==> config.mk <==
export PLATFORM = sky130hd
export DESIGN_NAME = golomb_signed_bit_decoder_flat
export DESIGN_NICKNAME = d
export VERILOG_FILES = /design/src/design/gsbd_pkg.sv /design/src/design/gsbd_if.sv /design/src/design/golomb_signed_bit_decoder.sv /design/src/design/gsbd_front.sv /design/src/design/gsbd_queue.sv /design/src/design/gsbd_back.sv /design/src/flat_wrapper.sv
export SDC_FILE = /design/constraint.sdc
export NUM_CORES = 1
export LEC_CHECK = 0
export BUFFER_PORTS_ARGS = -buffer_cell sky130_fd_sc_hd__buf_4
export CAP_MARGIN = 25
export CELL_PAD_IN_SITES_DETAIL_PLACEMENT = 1
export CELL_PAD_IN_SITES_GLOBAL_PLACEMENT = 1
export CORE_MARGIN = 4
export CORE_UTILIZATION = 31
export CTS_CLUSTER_DIAMETER = 200
export CTS_CLUSTER_SIZE = 25
export DETAILED_ROUTE_END_ITERATION = 8
export HOLD_SLACK_MARGIN = 0.03
export PLACE_DENSITY_LB_ADDON = 0.12
export SYNTH_ARGS = -nofsm -noshare
export SYNTH_HDL_FRONTEND = slang
export SYNTH_HIERARCHICAL = 1
export SYNTH_SLANG_ARGS = --single-unit
==> constraint.sdc <==
create_clock -name i_clk -period 8 [get_ports i_clk]
set_input_delay 0 -clock i_clk [delete_from_list [all_inputs] [get_ports i_clk]]
set_output_delay 0 -clock i_clk [all_outputs]
set_load 0.005 [all_outputs]
==> src/design/gsbd_pkg.sv <==
// ----------------------------------------------------------------------------
// gsbd_pkg - shared constants for the Golomb signed bit decoder
// Field widths, default sizes and reset values used by all decoder files.
// ----------------------------------------------------------------------------
package gsbd_pkg;

    // default counter and remainder sizes
    localparam int GSBD_QUOTIENT_BITS  = 16;
    localparam int GSBD_REMAINDER_BITS = 15;

    // fixed field widths on the channels
    localparam int GSBD_DIVISOR_W = 16;
    localparam int GSBD_VALUE_W   = 31;

    // divisor after reset
    localparam logic [GSBD_DIVISOR_W-1:0] GSBD_DIVISOR_RESET = 16'd2;

    // largest value before zigzag unmapping
    localparam logic [31:0] GSBD_VALUE_MAX = 32'h7FFF_FFFF;

    // codeword queue between front and back
    localparam int GSBD_QUEUE_DEPTH = 2;

endpackage

==> src/design/gsbd_if.sv <==
// ----------------------------------------------------------------------------
// gsbd_if - channel interfaces of the Golomb signed bit decoder
// Code bit input, divisor write and decoded result channels (valid/ready).
// ----------------------------------------------------------------------------

// one code bit per request
interface gsbd_bit_if import gsbd_pkg::*; ();
    logic valid;
    logic ready;
    logic code_bit;

    modport source (output valid, output code_bit, input ready);
    modport sink   (input valid, input code_bit, output ready);
endinterface

// divisor register write
interface gsbd_cfg_if import gsbd_pkg::*; ();
    logic                      valid;
    logic                      ready;
    logic [GSBD_DIVISOR_W-1:0] golomb_divisor;

    modport source (output valid, output golomb_divisor, input ready);
    modport sink   (input valid, input golomb_divisor, output ready);
endinterface

// one decoded value per request
interface gsbd_res_if import gsbd_pkg::*; ();
    logic                           valid;
    logic                           ready;
    logic signed [GSBD_VALUE_W-1:0] decoded_value;
    logic                           quotient_overflow;

    modport source (output valid, output decoded_value, output quotient_overflow, input ready);
    modport sink   (input valid, input decoded_value, input quotient_overflow, output ready);
endinterface

==> src/design/golomb_signed_bit_decoder.sv <==
// ----------------------------------------------------------------------------
// golomb_signed_bit_decoder - bit-serial Golomb decoder, signed output
// Truncated-binary remainder, zigzag unmapping, saturating quotient.
// ----------------------------------------------------------------------------
// Usage:
//   i_bit  : one code bit per request, in stream order.
//   i_cfg  : divisor write (always ready); m is clamped to [2, 2^REMAINDER_BITS]
//            and b = ceil(log2 m) is derived at write time. Write only when idle.
//   o_res  : one signed value plus overflow flag per finished codeword.
// Throughput: one code bit per clock while i_bit.ready is high. A codeword has
//   at least two bits, so at most one result per two code bits.
// Path: a result passes the codeword queue, the multiply stage and the output
//   register after the last bit of its codeword is accepted.
// Stall: results wait in the output register, the multiply stage and a
//   two-entry codeword queue; i_bit.ready drops only once that queue is full.
// Reset: divisor returns to 2, codeword state and queue are cleared; no
//   clearing pass, input is ready on the first cycle after reset.
// ----------------------------------------------------------------------------
module golomb_signed_bit_decoder import gsbd_pkg::*; #(
    parameter int QUOTIENT_BITS  = GSBD_QUOTIENT_BITS,
    parameter int REMAINDER_BITS = GSBD_REMAINDER_BITS
) (
    input  logic        i_clk,
    input  logic        i_rst_n,
    gsbd_bit_if.sink    i_bit,
    gsbd_cfg_if.sink    i_cfg,
    gsbd_res_if.source  o_res
);

    localparam int RW = QUOTIENT_BITS + 2 * REMAINDER_BITS + 2;

    logic          push_valid;
    logic          push_ready;
    logic [RW-1:0] push_data;
    logic          pop_valid;
    logic          pop_ready;
    logic [RW-1:0] pop_data;

    // bit parser
    gsbd_front #(
        .QUOTIENT_BITS  (QUOTIENT_BITS),
        .REMAINDER_BITS (REMAINDER_BITS)
    ) u_front (
        .i_clk        (i_clk),
        .i_rst_n      (i_rst_n),
        .i_bit        (i_bit),
        .i_cfg        (i_cfg),
        .o_push_valid (push_valid),
        .i_push_ready (push_ready),
        .o_push_data  (push_data)
    );

    // codeword queue
    gsbd_queue #(
        .WIDTH (RW),
        .DEPTH (GSBD_QUEUE_DEPTH)
    ) u_queue (
        .i_clk        (i_clk),
        .i_rst_n      (i_rst_n),
        .i_push_valid (push_valid),
        .o_push_ready (push_ready),
        .i_push_data  (push_data),
        .o_pop_valid  (pop_valid),
        .i_pop_ready  (pop_ready),
        .o_pop_data   (pop_data)
    );

    // value stage
    gsbd_back #(
        .QUOTIENT_BITS  (QUOTIENT_BITS),
        .REMAINDER_BITS (REMAINDER_BITS)
    ) u_back (
        .i_clk       (i_clk),
        .i_rst_n     (i_rst_n),
        .i_pop_valid (pop_valid),
        .o_pop_ready (pop_ready),
        .i_pop_data  (pop_data),
        .o_res       (o_res)
    );

endmodule

==> src/design/gsbd_front.sv <==
// ----------------------------------------------------------------------------
// gsbd_front - bit parser of the Golomb signed bit decoder
// Walks the unary run, truncated-binary remainder and extra bit one code bit
// per cycle while the queue has room; pushes a finished record (q, m, r, flag).
// ----------------------------------------------------------------------------
module gsbd_front import gsbd_pkg::*; #(
    parameter int QUOTIENT_BITS  = GSBD_QUOTIENT_BITS,
    parameter int REMAINDER_BITS = GSBD_REMAINDER_BITS
) (
    input  logic         i_clk,
    input  logic         i_rst_n,
    gsbd_bit_if.sink     i_bit,
    gsbd_cfg_if.sink     i_cfg,
    output logic         o_push_valid,
    input  logic         i_push_ready,
    output logic [QUOTIENT_BITS+2*REMAINDER_BITS+1:0] o_push_data
);

    localparam int QB   = QUOTIENT_BITS;
    localparam int RB   = REMAINDER_BITS;
    localparam int MW   = RB + 1;
    localparam int CW   = $clog2(RB + 1);
    localparam int CMPW = (GSBD_DIVISOR_W > MW) ? GSBD_DIVISOR_W : MW;

    typedef enum logic [1:0] {
        PH_UNARY,
        PH_TRUNC,
        PH_EXTRA
    } t_phase;

    // codeword state
    t_phase          r_phase, n_phase;
    logic [QB-1:0]   r_q, n_q;
    logic            r_ovf, n_ovf;
    logic [RB-1:0]   r_acc, n_acc;
    logic [CW-1:0]   r_cnt, n_cnt;

    // divisor derived terms: effective m, width b, threshold t
    logic [MW-1:0]   r_m;
    logic [CW-1:0]   r_b;
    logic [RB-1:0]   r_t;
    logic [MW-1:0]   m_new;
    logic [CW-1:0]   b_new;
    logic [MW-1:0]   t_full;

    logic            accept;
    logic            emit;
    logic [RB-1:0]   emit_r;
    logic [RB-1:0]   acc_sh;
    logic [CW-1:0]   cnt_inc;
    logic [RB:0]     extra_r;
    logic [RB:0]     extra_d;

    assign i_cfg.ready = 1'b1;
    assign i_bit.ready = i_push_ready;
    assign accept      = i_bit.valid && i_push_ready;

    // divisor clamp and remainder width, taken once at write time
    always_comb begin
        logic [CMPW-1:0] raw_x;
        logic [CMPW-1:0] top_x;
        raw_x = CMPW'(i_cfg.golomb_divisor);
        top_x = CMPW'(1) << RB;
        if (raw_x < CMPW'(2)) begin
            m_new = MW'(2);
        end else if (raw_x > top_x) begin
            m_new = MW'(top_x);
        end else begin
            m_new = MW'(raw_x);
        end
        b_new = CW'(1);
        for (int k = 1; k < RB; k++) begin
            if ((MW'(1) << k) < m_new) begin
                b_new = CW'(k + 1);
            end
        end
        t_full = (MW'(1) << b_new) - m_new;
    end

    // remainder datapath
    assign acc_sh  = RB'({r_acc, i_bit.code_bit});
    assign cnt_inc = r_cnt + CW'(1);
    assign extra_r = {r_acc, i_bit.code_bit};
    assign extra_d = extra_r - {1'b0, r_t};

    // phase walk for one accepted bit
    always_comb begin
        n_phase = r_phase;
        n_q     = r_q;
        n_ovf   = r_ovf;
        n_acc   = r_acc;
        n_cnt   = r_cnt;
        emit    = 1'b0;
        emit_r  = '0;
        case (r_phase)
            PH_UNARY: begin
                if (i_bit.code_bit) begin
                    if (r_q == '1) begin
                        n_ovf = 1'b1;
                    end else begin
                        n_q = r_q + QB'(1);
                    end
                end else begin
                    n_acc = '0;
                    n_cnt = '0;
                    if (r_b == CW'(1)) begin
                        // no truncated bits: decide on an empty remainder
                        if (r_t == '0) begin
                            n_phase = PH_EXTRA;
                        end else begin
                            emit = 1'b1;
                        end
                    end else begin
                        n_phase = PH_TRUNC;
                    end
                end
            end
            PH_TRUNC: begin
                n_acc = acc_sh;
                n_cnt = cnt_inc;
                if (cnt_inc >= r_b - CW'(1)) begin
                    if (acc_sh >= r_t) begin
                        n_phase = PH_EXTRA;
                    end else begin
                        emit   = 1'b1;
                        emit_r = acc_sh;
                    end
                end
            end
            PH_EXTRA: begin
                emit = 1'b1;
                if (extra_r >= {1'b0, r_t}) begin
                    emit_r = extra_d[RB-1:0];
                end
            end
            default: begin
                n_phase = PH_UNARY;
            end
        endcase
        // codeword done: start over
        if (emit) begin
            n_phase = PH_UNARY;
            n_q     = '0;
            n_ovf   = 1'b0;
            n_acc   = '0;
            n_cnt   = '0;
        end
    end

    assign o_push_valid = accept && emit;
    assign o_push_data  = {r_q, r_m, emit_r, r_ovf};

    // state and divisor registers
    always_ff @(posedge i_clk) begin
        if (!i_rst_n) begin
            r_phase <= PH_UNARY;
            r_q     <= '0;
            r_ovf   <= 1'b0;
            r_acc   <= '0;
            r_cnt   <= '0;
            r_m     <= MW'(GSBD_DIVISOR_RESET);
            r_b     <= CW'(1);
            r_t     <= '0;
        end else begin
            if (accept) begin
                r_phase <= n_phase;
                r_q     <= n_q;
                r_ovf   <= n_ovf;
                r_acc   <= n_acc;
                r_cnt   <= n_cnt;
            end
            if (i_cfg.valid) begin
                r_m <= m_new;
                r_b <= b_new;
                r_t <= t_full[RB-1:0];
            end
        end
    end

endmodule

==> src/design/gsbd_queue.sv <==
// ----------------------------------------------------------------------------
// gsbd_queue - codeword queue of the Golomb signed bit decoder
// Small register FIFO that decouples the bit parser from the value stage.
// ----------------------------------------------------------------------------
module gsbd_queue import gsbd_pkg::*; #(
    parameter int WIDTH = 8,
    parameter int DEPTH = GSBD_QUEUE_DEPTH
) (
    input  logic             i_clk,
    input  logic             i_rst_n,
    input  logic             i_push_valid,
    output logic             o_push_ready,
    input  logic [WIDTH-1:0] i_push_data,
    output logic             o_pop_valid,
    input  logic             i_pop_ready,
    output logic [WIDTH-1:0] o_pop_data
);

    localparam int AW = (DEPTH > 1) ? $clog2(DEPTH) : 1;
    localparam int NW = $clog2(DEPTH + 1);

    logic [WIDTH-1:0] r_mem [DEPTH];
    logic [AW-1:0]    r_wp;
    logic [AW-1:0]    r_rp;
    logic [NW-1:0]    r_cnt;
    logic             push;
    logic             pop;

    assign o_push_ready = (r_cnt != NW'(DEPTH));
    assign o_pop_valid  = (r_cnt != '0);
    assign o_pop_data   = r_mem[r_rp];
    assign push         = i_push_valid && o_push_ready;
    assign pop          = o_pop_valid && i_pop_ready;

    // pointers and fill level
    always_ff @(posedge i_clk) begin
        if (!i_rst_n) begin
            r_wp  <= '0;
            r_rp  <= '0;
            r_cnt <= '0;
        end else begin
            if (push) begin
                r_wp <= (r_wp == AW'(DEPTH - 1)) ? '0 : r_wp + AW'(1);
            end
            if (pop) begin
                r_rp <= (r_rp == AW'(DEPTH - 1)) ? '0 : r_rp + AW'(1);
            end
            if (push && !pop) begin
                r_cnt <= r_cnt + NW'(1);
            end else if (pop && !push) begin
                r_cnt <= r_cnt - NW'(1);
            end
        end
    end

    // storage
    always_ff @(posedge i_clk) begin
        if (push) begin
            r_mem[r_wp] <= i_push_data;
        end
    end

endmodule

==> src/design/gsbd_back.sv <==
// ----------------------------------------------------------------------------
// gsbd_back - value stage of the Golomb signed bit decoder
// Multiplies q by m, adds r, clamps to 31 bits and undoes the zigzag map.
// Two registered stages with stall flowing back from the result channel.
// ----------------------------------------------------------------------------
module gsbd_back import gsbd_pkg::*; #(
    parameter int QUOTIENT_BITS  = GSBD_QUOTIENT_BITS,
    parameter int REMAINDER_BITS = GSBD_REMAINDER_BITS
) (
    input  logic         i_clk,
    input  logic         i_rst_n,
    input  logic         i_pop_valid,
    output logic         o_pop_ready,
    input  logic [QUOTIENT_BITS+2*REMAINDER_BITS+1:0] i_pop_data,
    gsbd_res_if.source   o_res
);

    localparam int QB = QUOTIENT_BITS;
    localparam int RB = REMAINDER_BITS;
    localparam int MW = RB + 1;
    localparam int RW = QB + MW + RB + 1;
    localparam int PW = QB + MW;
    localparam int VW = (PW + 1 > 32) ? PW + 1 : 32;

    // record fields
    logic [QB-1:0] in_q;
    logic [MW-1:0] in_m;
    logic [RB-1:0] in_r;
    logic          in_ovf;

    assign in_q   = i_pop_data[RW-1 -: QB];
    assign in_m   = i_pop_data[RW-QB-1 -: MW];
    assign in_r   = i_pop_data[RB:1];
    assign in_ovf = i_pop_data[0];

    // stage 1: product
    logic          r_s1_v;
    logic [PW-1:0] r_prod;
    logic [RB-1:0] r_s1_r;
    logic          r_s1_ovf;

    // stage 2: output register
    logic                    r_out_v;
    logic [GSBD_VALUE_W-1:0] r_val;
    logic                    r_flag;

    logic                    out_adv;
    logic                    s1_adv;
    logic [VW-1:0]           v_sum;
    logic                    v_over;
    logic [GSBD_VALUE_W-1:0] v_clamp;
    logic [GSBD_VALUE_W-1:0] v_half;
    logic [GSBD_VALUE_W-1:0] v_zig;

    assign out_adv     = !r_out_v || o_res.ready;
    assign s1_adv      = !r_s1_v || out_adv;
    assign o_pop_ready = s1_adv;

    // add remainder, clamp, zigzag unmap
    assign v_sum   = VW'(r_prod) + VW'(r_s1_r);
    assign v_over  = v_sum > VW'(GSBD_VALUE_MAX);
    assign v_clamp = v_over ? '1 : v_sum[GSBD_VALUE_W-1:0];
    assign v_half  = {1'b0, v_clamp[GSBD_VALUE_W-1:1]};
    assign v_zig   = v_clamp[0] ? ~v_half : v_half;

    assign o_res.valid             = r_out_v;
    assign o_res.decoded_value     = r_val;
    assign o_res.quotient_overflow = r_flag;

    // stage valids
    always_ff @(posedge i_clk) begin
        if (!i_rst_n) begin
            r_s1_v  <= 1'b0;
            r_out_v <= 1'b0;
        end else begin
            if (out_adv) begin
                r_out_v <= r_s1_v;
            end
            if (s1_adv) begin
                r_s1_v <= i_pop_valid;
            end
        end
    end

    // stage payloads
    always_ff @(posedge i_clk) begin
        if (out_adv && r_s1_v) begin
            r_val  <= v_zig;
            r_flag <= r_s1_ovf || v_over;
        end
        if (s1_adv && i_pop_valid) begin
            r_prod   <= PW'(in_q) * PW'(in_m);
            r_s1_r   <= in_r;
            r_s1_ovf <= in_ovf;
        end
    end

endmodule

==> src/flat_wrapper.sv <==
// flat-port wrapper written by rule: the top's interface ports become plain ports
module golomb_signed_bit_decoder_flat import gsbd_pkg::*;
#(
    parameter int QUOTIENT_BITS  = GSBD_QUOTIENT_BITS,
    parameter int REMAINDER_BITS = GSBD_REMAINDER_BITS
)
  (i_clk, i_rst_n, i_bit_valid, i_bit_code_bit, i_bit_ready, i_cfg_valid, i_cfg_golomb_divisor, i_cfg_ready, o_res_valid, o_res_decoded_value, o_res_quotient_overflow, o_res_ready);
  gsbd_bit_if i_bit_i ();
  gsbd_cfg_if i_cfg_i ();
  gsbd_res_if o_res_i ();
  input  logic i_clk;
  input  logic i_rst_n;
  input wire logic [$bits(i_bit_i.valid)-1:0] i_bit_valid;
  input wire logic [$bits(i_bit_i.code_bit)-1:0] i_bit_code_bit;
  output wire logic [$bits(i_bit_i.ready)-1:0] i_bit_ready;
  input wire logic [$bits(i_cfg_i.valid)-1:0] i_cfg_valid;
  input wire logic [$bits(i_cfg_i.golomb_divisor)-1:0] i_cfg_golomb_divisor;
  output wire logic [$bits(i_cfg_i.ready)-1:0] i_cfg_ready;
  output wire logic [$bits(o_res_i.valid)-1:0] o_res_valid;
  output wire logic [$bits(o_res_i.decoded_value)-1:0] o_res_decoded_value;
  output wire logic [$bits(o_res_i.quotient_overflow)-1:0] o_res_quotient_overflow;
  input wire logic [$bits(o_res_i.ready)-1:0] o_res_ready;
  assign i_bit_i.valid = i_bit_valid;
  assign i_bit_i.code_bit = i_bit_code_bit;
  assign i_bit_ready = i_bit_i.ready;
  assign i_cfg_i.valid = i_cfg_valid;
  assign i_cfg_i.golomb_divisor = i_cfg_golomb_divisor;
  assign i_cfg_ready = i_cfg_i.ready;
  assign o_res_valid = o_res_i.valid;
  assign o_res_decoded_value = o_res_i.decoded_value;
  assign o_res_quotient_overflow = o_res_i.quotient_overflow;
  assign o_res_i.ready = o_res_ready;
  golomb_signed_bit_decoder #(.QUOTIENT_BITS(QUOTIENT_BITS), .REMAINDER_BITS(REMAINDER_BITS)) u_core (.i_clk(i_clk), .i_rst_n(i_rst_n), .i_bit(i_bit_i), .i_cfg(i_cfg_i), .o_res(o_res_i));
endmodule
Yosys cells after proc, flatten, opt, wreduce, memory -nomap -nowiden

Memory sizes are Yosys's and may differ from the RTL's. A register that Yosys moved wholly into a read port is not among the register bits.
Index checks and enable logic that the tools add are counted.

$add $sub $neg: 10
$mul: 1
Magnitude comparators: 20
Equal/unequal tests: 11
Shift operators: 1
Muxes and demuxes: 57
Bitwise operators: 1
Reductions and logical operators: 26

Operators with widths:

| operator                                                        | count |
|---|---|
| 2-to-1 mux 16 bit                                               | 6 |
| 2-to-1 mux 15 bit                                               | 5 |
| 2-to-1 mux 4 bit                                                | 15 |
| case mux 15 bit (2 select lines)                                | 2 |
| adder 32 x 15 -> 33 bit                                         | 1 |
| greater-than comparator 33 x 31 -> 1 bit, second input constant | 1 |
| multiplier 16 x 16 -> 32 bit                                    | 1 |
| 2-to-1 mux 31 bit                                               | 1 |
| NOT 30 -> 31 bit                                                | 1 |
| 2-to-1 mux 30 bit                                               | 1 |
| subtractor 15 bit                                               | 2 |
| 2-to-1 mux 2 bit                                                | 9 |
| adder 16 x 1 -> 16 bit, second input constant                   | 1 |
| equality test 16 bit, second input constant                     | 1 |
| >= comparator 16 x 15 -> 1 bit                                  | 1 |
| greater-than comparator 16 bit, second input constant           | 1 |
| less-than comparator 10 x 16 -> 1 bit, first input constant     | 1 |
| less-than comparator 11 x 16 -> 1 bit, first input constant     | 1 |
| less-than comparator 12 x 16 -> 1 bit, first input constant     | 1 |
| less-than comparator 13 x 16 -> 1 bit, first input constant     | 1 |
| less-than comparator 14 x 16 -> 1 bit, first input constant     | 1 |
| less-than comparator 15 x 16 -> 1 bit, first input constant     | 1 |
| less-than comparator 16 x 2 -> 1 bit, second input constant     | 1 |
| less-than comparator 2 x 16 -> 1 bit, first input constant      | 1 |
| other kinds (35)                                                | 70 |

Flip-flop bits (word level): 159
Bits in writable memories: 96
Output and inout bits: 35
Word-level logic and storage cells: 147
Memories: 1

Memories:

| name                 | depth | width | rd ports | clocked after Yosys merged registers in | write ports | line             | text |
|---|---|---|---|---|---|---|---|
| u_core.u_queue.r_mem | 2     | 48    | 1        | 1                                       | 1           | gsbd_queue.sv:22 | `logic [WIDTH-1:0] r_mem [DEPTH];` |

Longest topological paths before layout

Gate-level depths: netlist (run 1).

Depth in word-level cells: 20
Gate-level depth with buffers: 25

By module

The synthesis (run 1) kept the hierarchy.

Modules (own cells, without submodules):

| module     | instances | cells each | area an instance (µm²) | sequential area each (µm²) |
|---|---|---|---|---|
| gsbd_back  | 1         | 1267       | 12361.9                | 2442.3 |
| gsbd_front | 1         | 709        | 5694.2                 | 1461.4 |
| gsbd_queue | 1         | 173        | 3706.1                 | 2982.9 |

Worst setup path after synthesis (run 1)

Ideal clock, no wire load.

Path kind: register -> register
Start: reg (tool-made name)
End: reg u_core.u_back.r_prod[30] (data pin)
Data arrival time: 6.660 ns
Required time: 7.850 ns
Setup slack: 1.190 ns
Stages on the path, launching flop included: 25
Buffers on the path: 3
Period minus slack after synthesis: 6.810 ns
Path through: dfxtp_1 buf_4 buf_6 mux2_2 clkbuf_1 and2_1 fa_1 inv_1 fa_1 fa_1 fa_1 inv_1 fa_1 inv_1 fa_1 inv_1 ha_1 a21o_1 a21o_1 a221oi_2 nor2_1 a311o_1 a2111o_1 a2111o_1 o211ai_2

RTL lines:

| element                | line            | text |
|---|---|---|
| end signal: assignment | gsbd_back.sv:92 | `r_prod <= PW'(in_q) * PW'(in_m);` |
| end: declaration       | gsbd_back.sv:38 | `logic [PW-1:0] r_prod;` |

==> metrics.md, run 1 <==
| Metric | Value |
|---|---|
| Post-route clock period utilization | `0.936` |
| Area growth syn-to-layout | `8.80%` |
| Gr ovfl total | `0` |
| Synth Area in Adders | `0.274` |
| WL final | `57500 um` |
| Detailed placer's ending HPWL | `45500 um` |
| Most frequent cell after synthesis | `inv_1` |
| Mapped Avg Cell Area | `10.1 um^2` |
| Most frequent cells after synthesis | `321 x inv_1, 200 x nand2_1, 197 x fa_1` |
| Ant diodes | `0` |
| Die Wd | `273 um` |
| Clk sink count | `256` |
| Synth area leader | `edfxtp_1` |
| Multiplexer share of the synthesized area | `0.0415` |
| Max Cap Viol | `0` |
| Setup tns final | `0 ns` |
| Num rows | `96` |
| Post-synthesis register bit count | `256` |
| Vias in the first global route | `16000` |
| Period minus WS final | `7.49 ns` |
| Setup crit end kind | `flop` |
| RSZ-0062 raised after global routing | `no` |
| Arrival time worst endpoint | `7.76 ns` |
| Clock-pin slew on the worst setup and hold paths | `0.10 ns` |
| Iter 0 DRT Violations | `594` |
| Hold endpoint | `u_core/u_front/r_m[2]$_SDFFE_PN0P_` |
| FILL cells | `7805` |
| Crit-path max FO | `24` |
| Starting Density | `0.315` |
| Max Freq | `133 MHz` |
| Ys async rst share | `0` |
| RePlAce Congestion | `0.823` |
| Synth Instances | `2149` |
| Share of the synthesized area in the top cell type | `0.243` |
| Post-Synth XOR/XNOR Area | `0.0459` |
| CTS tree | `built` |
| Required time of the critical path | `8.27 ns` |
| Main combinational cell family by area after synthesis | `adder cells` |
| Critical hold path startpoint | `i_cfg_golomb_divisor[2]` |
| Post-synth EDFFs | `176` |
| Ports | `57` |
| Startpoint types | `flop` |
| Clock buffer count from CTS | `14` |
| Post-route DRC | `0` |
| DR vias/cell | `4.77` |
| Yosys cell types | `92` |
| Post-CTS Setup Inserts | `0` |
| Largest net degree at the start of global routing | `49` |
| Die area | `0.0745 mm^2` |
| Max-slew violations | `0` |
| Worst-Skew Late Latency | `0.52 ns` |
| Chip height | `273 um` |
| Post-synthesis compound-gate area fraction | `0.101` |
| Htree depth | `1` |
| Layout Nets | `2546` |
| Depth of the worst hold-timing path | `4` |
| Reg-to-reg endpoint | `u_core/u_back/r_prod[31]$_DFFE_PP_` |
| Antenna Nets Post-Route | `0` |
| I/O Buffers | `55` |
| First-pass GRT wire length | `92200 um` |
| Synth Warn # | `6` |
| Worst-Margin Slew | `0.997 ns` |
| Crit path kind | `flop to flop` |
| Finish-stage setup viols | `0` |
| Status | `finished, final reports clean` |
| Layout cells sized above 1 | `0.0865` |
| All-Layer GR Usage | `0.155` |
| Seq/Total Area, Yosys | `0.316` |
| Synthesized cell area | `0.0218 mm^2` |
| Initial antenna violation count | `2` |
| Core ar. | `0.0691 mm^2` |
| Post-Synth Simple-Gate Area | `0.149` |
| Synth top area cells | `edfxtp_1 24%, fa_1 18%, ha_1 9.3%` |
| Clock root cell | `clkbuf_16` |
| Clock skew | `0.0249 ns` |
| DR vias | `14800` |
| Max_slew headroom | `0.335` |
| DR WL/cell | `18.5 um` |
| R2R Setup Slk | `0.51 ns` |
| DRT Pass-1 Iters | `4` |
| Final hold vios | `0` |
| R2r worst-path depth | `22` |
| Synth Flop Type | `edfxtp_1` |
| Clock tree buffer depth | `3` |
| Hold/Removal Path Class | `input pin to flop` |
cells by family (layout without fill, tap and decap cells):
family	count (synthesis)	in the layout
xor gates and xnor gates	114	114
muxes	84	84
adders and majority gates	358	358
other	1	2
AOI/OAI and AO/OA	303	303
and+or+nand+nor	628	628
buffers and inverters	405	429
DFF	256	256
stage by stage:
stage	utilization	std cells	cell area [um^2]	setup WS (ns)	hold slack [ns]
after floorplan	-	2150	21800	1.19	0.118
after global placement	0.334	3064	23100	0.504	0.331
after detailed placement	0.335	3066	23100	0.451	0.329
after CTS	0.343	3105	23700	0.438	0.0328
after global routing	0.343	3105	23700	0.169	0.0548
final	0.343	3105	23700	0.509	0.0342
cells in the final DEF (no fill, tap or decap), types with 20 or more instances in the layout:
master,instances
inv_1,320
nand2_1,200
fa_1,197
edfxtp_1,176
ha_1,161
and2_1,142
xnor2_1,87
nor2_1,83
dfxtp_1,79
a21oi_1,71
buf_4,67
nand3_1,57
mux2_2,49
o21ai_0,35
mux2i_1,34
a21o_1,31
xor2_1,27
nor3_1,25
nor2b_1,20
cell type report:
class / instances / area [um^2] / share of cell area
Clock buffer: 22 / 380 / 0.0161
Sequential cell: 256 / 6890 / 0.291
Timing Repair Buffer: 84 / 679 / 0.0287
Clock inverter: 2 / 36.3 / 0.00153
Multi-Input combinational cell: 1489 / 13300 / 0.563
Inverter: 321 / 1200 / 0.0509
Tap cell: 931 / 1160 / 0.0492
critical path, stage by stage (launching register included):
cell and delay, ns:
dfxtp_2 0.68, buf_4 0.25, mux2_2 0.49, and2_1 0.22, fa_1 0.51, inv_1 0.06, fa_1 0.47, inv_1 0.06
fa_1 0.51, fa_1 0.53, fa_1 0.55, inv_1 0.05, fa_1 0.52, inv_1 0.04, ha_1 0.37, and3_1 0.23
and4_1 0.21, a32oi_1 0.40, o22ai_1 0.25, a2111oi_0 0.41, o21bai_1 0.13, a21oi_1 0.18, xnor2_1 0.08
worst max path at each step:
stage               cells after the start  slack, ns                                 end
detailed placement                     22       0.45  u_core/u_back/r_prod[31]$_DFFE_PP_
finish                                 22       0.51  u_core/u_back/r_prod[31]$_DFFE_PP_
global placement                       22       0.50  u_core/u_back/r_prod[31]$_DFFE_PP_
CTS                                    22       0.44  u_core/u_back/r_prod[31]$_DFFE_PP_
floorplan                              24       1.19  u_core/u_back/r_prod[30]$_DFFE_PP_
global route                           22       0.17  u_core/u_back/r_prod[31]$_DFFE_PP_
routing by layer:
| layer | track usage | wire length, um |
|---|---|---|
| met1 | 0.217 | 27800 |
| met2 | 0.266 | 27500 |
| met3 | 0.0155 | 1410 |
| met4 | 0.0227 | 787 |
| met5 | 0 | 0 |
sequential cells by signal (all words and copies together) (netlist names), 2 cells and up, named ones only:
register,count
u_core/u_front/r_q,16
u_core/u_front/r_cnt,4
u_core/u_front/r_phase,2
u_core/u_back/o_res.decoded_value,31
u_core/u_front/r_m,16
u_core/u_front/r_acc,15
u_core/u_back/r_s1_r,15
u_core/u_front/r_t,15
u_core/u_front/r_b,4
u_core/u_queue/r_cnt,2
u_core/u_back/r_prod,32
u_core/u_queue/r_mem,96
repair_timing:
| item | in CTS | in global routing |
|---|---|---|
| endpoints found under the hold margin | 44 | 0 |
| resized for setup | 0 | 0 |
| hold buffers | 15 | 0 |
Power of run 1 is not shown: default switching activity piles up to over one toggle a cycle in this logic, so the estimate is an artifact.
==> run 2: changes to the inputs <==
MAX_ROUTING_LAYER = met4   (was not set)
==> metrics.md, run 2 (synthesis gave the netlist of run 1 again) <==
| Metric | Value |
|---|---|
| RePlAce Congestion | `0.836` |
| Layout cells sized above 1 | `0.0865` |
| Final worst slack | `0.519 ns` |
| Post-route DRC | `0` |
| Clock buffer count from CTS | `14` |
| Post-route clock period utilization | `0.935` |
| Crit-path max FO | `24` |
| Antenna Nets Post-Route | `0` |
| Vias in the first global route | `15900` |
| Setup crit end kind | `flop` |
| Number of flip-flops under the largest register name | `96` |
| First-pass GRT wire length | `92300 um` |
| Htree depth | `1` |
| Arrival time worst endpoint | `7.75 ns` |
| DR vias/cell | `4.77` |
| Core ar. | `0.0691 mm^2` |
| Startpoint types | `flop` |
| FILL cells | `7805` |
| Max Freq | `134 MHz` |
| Clk sink count | `256` |
| Ant diodes | `0` |
| Setup tns final | `0 ns` |
| Die area | `0.0745 mm^2` |
| Met1 usage | `0.217` |
| Status | `finished, final reports clean` |
| Final hold vios | `0` |
| Worst slack at placement | `0.451 ns` |
| Gr ovfl total | `0` |
| Clock-pin slew on the worst setup and hold paths | `0.10 ns` |
| Share of the core filled with cells | `0.343` |
| DR vias | `14800` |
| Hold/Removal Path Class | `input pin to flop` |
| Period minus WS final | `7.48 ns` |
| Post-CTS Setup Inserts | `0` |
| CTS tree | `built` |
| Required time of the critical path | `8.27 ns` |
| I/O Buffers | `55` |
| Crit path kind | `flop to flop` |
| Reg with most FFs | `u_core/u_queue/r_mem` |
| RSZ-0062 raised after global routing | `no` |
| Critical Path Most Common Cell | `fa_1` |
| Critical-path cell list | `buf_4, mux2_2, and2_1, fa_1, inv_1, fa_1, inv_1, fa_1, fa_1, fa_1, inv_1, fa_1, inv_1, ha_1, and3_1, and4_1, a32oi_1, o22ai_1, a2111oi_0, o21bai_1, a21oi_1, xnor2_1` |
| Initial antenna violation count | `1` |
| Worst-Skew Late Latency | `0.52 ns` |
| Met2 Use GR | `0.267` |
| Num rows | `96` |
| GR Util met3 | `0.0154` |
| DRT Pass-1 Iters | `5` |
| Leading cell type in the layout, fill and taps excluded | `inv_1` |
| Layout Nets | `2546` |
| Max Cap Viol | `0` |
| Max_slew headroom | `0.334` |
| Starting Density | `0.315` |
| Max-slew violations | `0` |
| Commonest non-fill, non-tap cells in the layout | `320 x inv_1, 200 x nand2_1, 197 x fa_1` |
| Most used routing layer | `met2` |
| Clock tree buffer depth | `3` |
| Ports | `57` |
| Finish-stage setup viols | `0` |
| DR WL/cell | `18.5 um` |
| CP max stage delay | `0.69 ns` |
| Clock root cell | `clkbuf_16` |
| PostCTS Resize Cnt | `0` |
| Largest net degree at the start of global routing | `49` |
| Die Wd | `273 um` |
| CP max-delay cell | `dfxtp_2` |
| Iter 0 DRT Violations | `619` |
| All-Layer GR Usage | `0.159` |
| Area growth syn-to-layout | `8.80%` |
| Detailed placer's ending HPWL | `45500 um` |
| Worst-Margin Slew | `0.999 ns` |
| WL final | `57500 um` |
| Clock skew | `0.0257 ns` |
| Chip height | `273 um` |
| Hold_ws | `0.0415 ns` |
==> run 2: cell counts in the layout (fill, tap and decap cells not counted) <==
Identical to the previous run, type by type.
==> run 2: final timing paths <==
kind              depth (start not counted)                                 from                                    end  slack, ns
setup / recovery                         22                                 flop     u_core/u_back/r_prod[31]$_DFFE_PP_       0.52
hold / removal                            4              i_cfg_golomb_divisor[5]     u_core/u_front/r_m[5]$_SDFFE_PN0P_       0.04
setup reg to reg                         22                                 flop     u_core/u_back/r_prod[31]$_DFFE_PP_       0.52
hold reg to reg                           0  u_core/u_front/r_m[13]$_SDFFE_PN0P_  u_core/u_queue/r_mem[1][29]$_DFFE_PP_       0.47
==> run 2: timing repair <==
item	4_1_cts	5_1_grt
endpoints found under the hold margin	44	0
hold buffers	15	0
setup endpoints to repair	0	0
==> run 2: stage by stage <==
| stage | std cells | instance area, um^2 |
|---|---|---|
| final | 3105 | 23700 |
| after global routing | 3105 | 23700 |
| after CTS | 3105 | 23700 |
| after detailed placement | 3066 | 23100 |
| after global placement | 3064 | 23100 |
| after floorplan | 2150 | 21800 |
==> run 2: cell type report <==
type                    instances  area [um^2]  area share
repair buffers                 84          679      0.0287
flip-flops and latches        256         6890       0.291
inverters                     321         1200      0.0509
clock buffers                  22          380      0.0161
well taps                     931         1160      0.0492
multi-input cells            1489        13300       0.563
clock inverters                 2         36.3     0.00153
==> run 2: per-layer routing <==
metal | wire length, um | part of all wire
met5 | 0 | 0
met4 | 769 | 0.013
met3 | 1300 | 0.023
met2 | 27500 | 0.48
met1 | 27900 | 0.49
==> run 2: worst max-delay path, delay by kind of cell (launching register included) <==
family                     cells  cell delay (ns)
adders and majority gates      7             3.46
AOI/OAI and AO/OA              5             1.36
DFF                            1             0.69
and+or+nand+nor                3             0.65
muxes                          1             0.49
buffers and inverters          5             0.46
xor gates and xnor gates       1             0.08
Power of run 2 is left out for the same reason.
==> run 3: changes to the inputs <==
SYNTH_HIERARCHICAL = not set   (was 1)
==> metrics.md, run 3 <==
| Metric | Value |
|---|---|
| Layout Nets | `2533` |
| Post-synthesis compound-gate area fraction | `0.108` |
| I/O Buffers | `55` |
| Largest net degree at the start of global routing | `59` |
| Synthesized cell area | `0.0212 mm^2` |
| Final hold vios | `0` |
| Detailed placer's ending HPWL | `49200 um` |
| Setup tns final | `0 ns` |
| RSZ-0062 raised after global routing | `no` |
| Met2 wire len | `30200 um` |
| Post-route DRC | `0` |
| Crit-path max FO | `27` |
| Layout cells sized above 1 | `0.0912` |
| Die Wd | `270 um` |
| Worst path buffer plus inverter count | `5` |
| Share of the synthesized area in the top cell type | `0.249` |
| Core ar. | `0.0675 mm^2` |
| DR vias/cell | `5.00` |
| CP top delay family | `adder cells` |
| Clock buffer count from CTS | `14` |
| Commonest non-fill, non-tap cells in the layout | `270 x inv_1, 221 x nand2_1, 197 x fa_1` |
| Synth area leader | `edfxtp_1` |
| Clock-pin slew on the worst setup and hold paths | `0.10 ns` |
| Area growth syn-to-layout | `10.1%` |
| Max_slew headroom | `0.498` |
| Setup crit end kind | `flop` |
| Chip height | `270 um` |
| Multiplexer share of the synthesized area | `0.0452` |
| Number of flip-flops under the largest register name | `96` |
| RePlAce Congestion | `0.867` |
| Die area | `0.0728 mm^2` |
| Finish-stage setup viols | `0` |
| CTS tree | `built` |
| Most frequent cell after synthesis | `inv_1` |
| Most frequent cells after synthesis | `271 x inv_1, 221 x nand2_1, 197 x fa_1` |
| Worst-Skew Late Latency | `0.54 ns` |
| Synth Area in Adders | `0.281` |
| DR WL/cell | `20.0 um` |
| Period minus WS final | `7.45 ns` |
| Clk sink count | `256` |
| DR vias | `15200` |
| Synth Warn # | `0` |
| FILL cells | `7657` |
| Worst-Margin Slew | `0.747 ns` |
| Clock tree buffer depth | `3` |
| Hold/Removal Path Class | `input pin to flop` |
| Met3 Wirelength | `1520 um` |
| Yosys cell types | `88` |
| Synth Instances | `2103` |
| Startpoint types | `flop` |
| Reg with most FFs | `u_core.u_queue.r_mem` |
| Post-synthesis register bit count | `256` |
| Critical-path cell list | `buf_4, mux2_2, nand2_1, fa_1, inv_1, fa_1, inv_1, fa_1, fa_1, inv_1, fa_1, fa_1, ha_1, a21o_1, a2111oi_0, o21ai_1, a211oi_1, o31ai_1, o41ai_1, buf_4, o311ai_1, xor2_1` |
| Max Cap Viol | `0` |
| Vias in the first global route | `16300` |
| DRT Pass-1 Iters | `5` |
| Gr ovfl total | `0` |
| Synth Flop Type | `edfxtp_1` |
| Main combinational cell family by area after synthesis | `adder cells` |
| M1 WL | `28200 um` |
| Ports | `57` |
| Max-slew violations | `0` |
| Uppermost layer routed | `met4` |
| CP max-delay cell | `a2111oi_0` |
| WL final | `60700 um` |
| Clock root cell | `clkbuf_16` |
| Post-Synth Simple-Gate Area | `0.135` |
| Num rows | `95` |
| Antenna Nets Post-Route | `0` |
| Max Freq | `134 MHz` |
| Crit path kind | `flop to flop` |
| Clock skew | `0.0641 ns` |
| Post-CTS Setup Inserts | `0` |
| Initial antenna violation count | `2` |
| CP max stage delay | `0.63 ns` |
| Iter 0 DRT Violations | `603` |
| Synth top area cells | `edfxtp_1 25%, fa_1 19%, ha_1 9.5%` |
| Required time of the critical path | `8.28 ns` |
| Critical Path Most Common Cell | `fa_1` |
| Htree depth | `1` |
| First-pass GRT wire length | `95900 um` |
| Post-route clock period utilization | `0.932` |
| Seq/Total Area, Yosys | `0.324` |
| Post-synth EDFFs | `176` |
| All-Layer GR Usage | `0.170` |
| Arrival time worst endpoint | `7.74 ns` |
| Starting Density | `0.315` |
| Post-Synth XOR/XNOR Area | `0.0449` |
| Ys async rst share | `0` |
| Status | `finished, final reports clean` |
| Leading cell type in the layout, fill and taps excluded | `inv_1` |
| Hold_ws | `0.0411 ns` |
| Mapped Avg Cell Area | `10.1 um^2` |
| Ant diodes | `0` |
[run 3: changes by cell type in the layout (fill, tap and decap cells not counted), sizes merged, moves of 18 or more]
cell,before,now
nand2,200,221
nand3,57,34
and2,143,20
o22ai,24,0
nor2,84,156
buf,69,87
inv,322,272
a21oi,73,119
[run 3: metal layers]
metal,vias to the layer above,global-route usage
li1,7241,-
met1,7734,0.224
met2,161,0.292
met3,39,0.0156
met4,0,0.0272
met5,-,-
[run 3: final timing paths]
check                                           to  cells after the start                                 from  slack [ns]
min             u_core.u_front.r_m[9]$_SDFFE_PN0P_                      4              i_cfg_golomb_divisor[9]        0.04
max             u_core.u_back.r_prod[30]$_DFFE_PP_                     22                                 flop        0.55
max reg2reg     u_core.u_back.r_prod[30]$_DFFE_PP_                     22                                 flop        0.55
min reg2reg  u_core.u_queue.r_mem[0][27]$_DFFE_PP_                      0  u_core.u_front.r_m[11]$_SDFFE_PN0P_        0.47
[run 3: repair_timing]
item	CTS	global route
endpoints found under the setup margin	0	2
endpoints found under the hold margin	29	0
resized for setup	0	1
hold buffers	18	0
[run 3: cells by family after synthesis]
kind of cell	after synthesis
AOI/OAI and AO/OA	347
xor gates and xnor gates	109
adders and majority gates	358
buffers and inverters	344
DFF	256
muxes	90
other	1
and+or+nand+nor	598
[run 3: worst reg2reg max path, stage by stage (launching register included)]
cell and delay, ns:
dfxtp_4 0.60, buf_4 0.35, mux2_2 0.31, nand2_1 0.10, fa_1 0.55, inv_1 0.05, fa_1 0.50, inv_1 0.06
fa_1 0.48, fa_1 0.50, inv_1 0.06, fa_1 0.50, fa_1 0.49, ha_1 0.36, a21o_1 0.19, a2111oi_0 0.63
o21ai_1 0.20, a211oi_1 0.33, o31ai_1 0.17, o41ai_1 0.34, buf_4 0.19, o311ai_1 0.12, xor2_1 0.16
[run 3: cell type report]
class	instances	area (um^2)	share of cell area
multi-input cells	1504	13100	0.559
clock inverters	1	20.0	0.000856
inverters	272	1020	0.0437
well taps	873	1090	0.0467
repair buffers	105	886	0.0379
flip-flops and latches	256	6890	0.295
clock buffers	23	405	0.0173
[run 3: metrics by stage]
stage	worst slack, ns	instances	utilization	cell area [um^2]
final	0.547	3034	0.346	23400
after CTS	0.389	3031	0.345	23300
after global routing	0.00606	3034	0.346	23400
after detailed placement	0.301	2989	0.336	22700
after floorplan	0.572	2104	-	21200
after global placement	0.512	2988	0.336	22700
Power of run 3 is left out for the same reason.
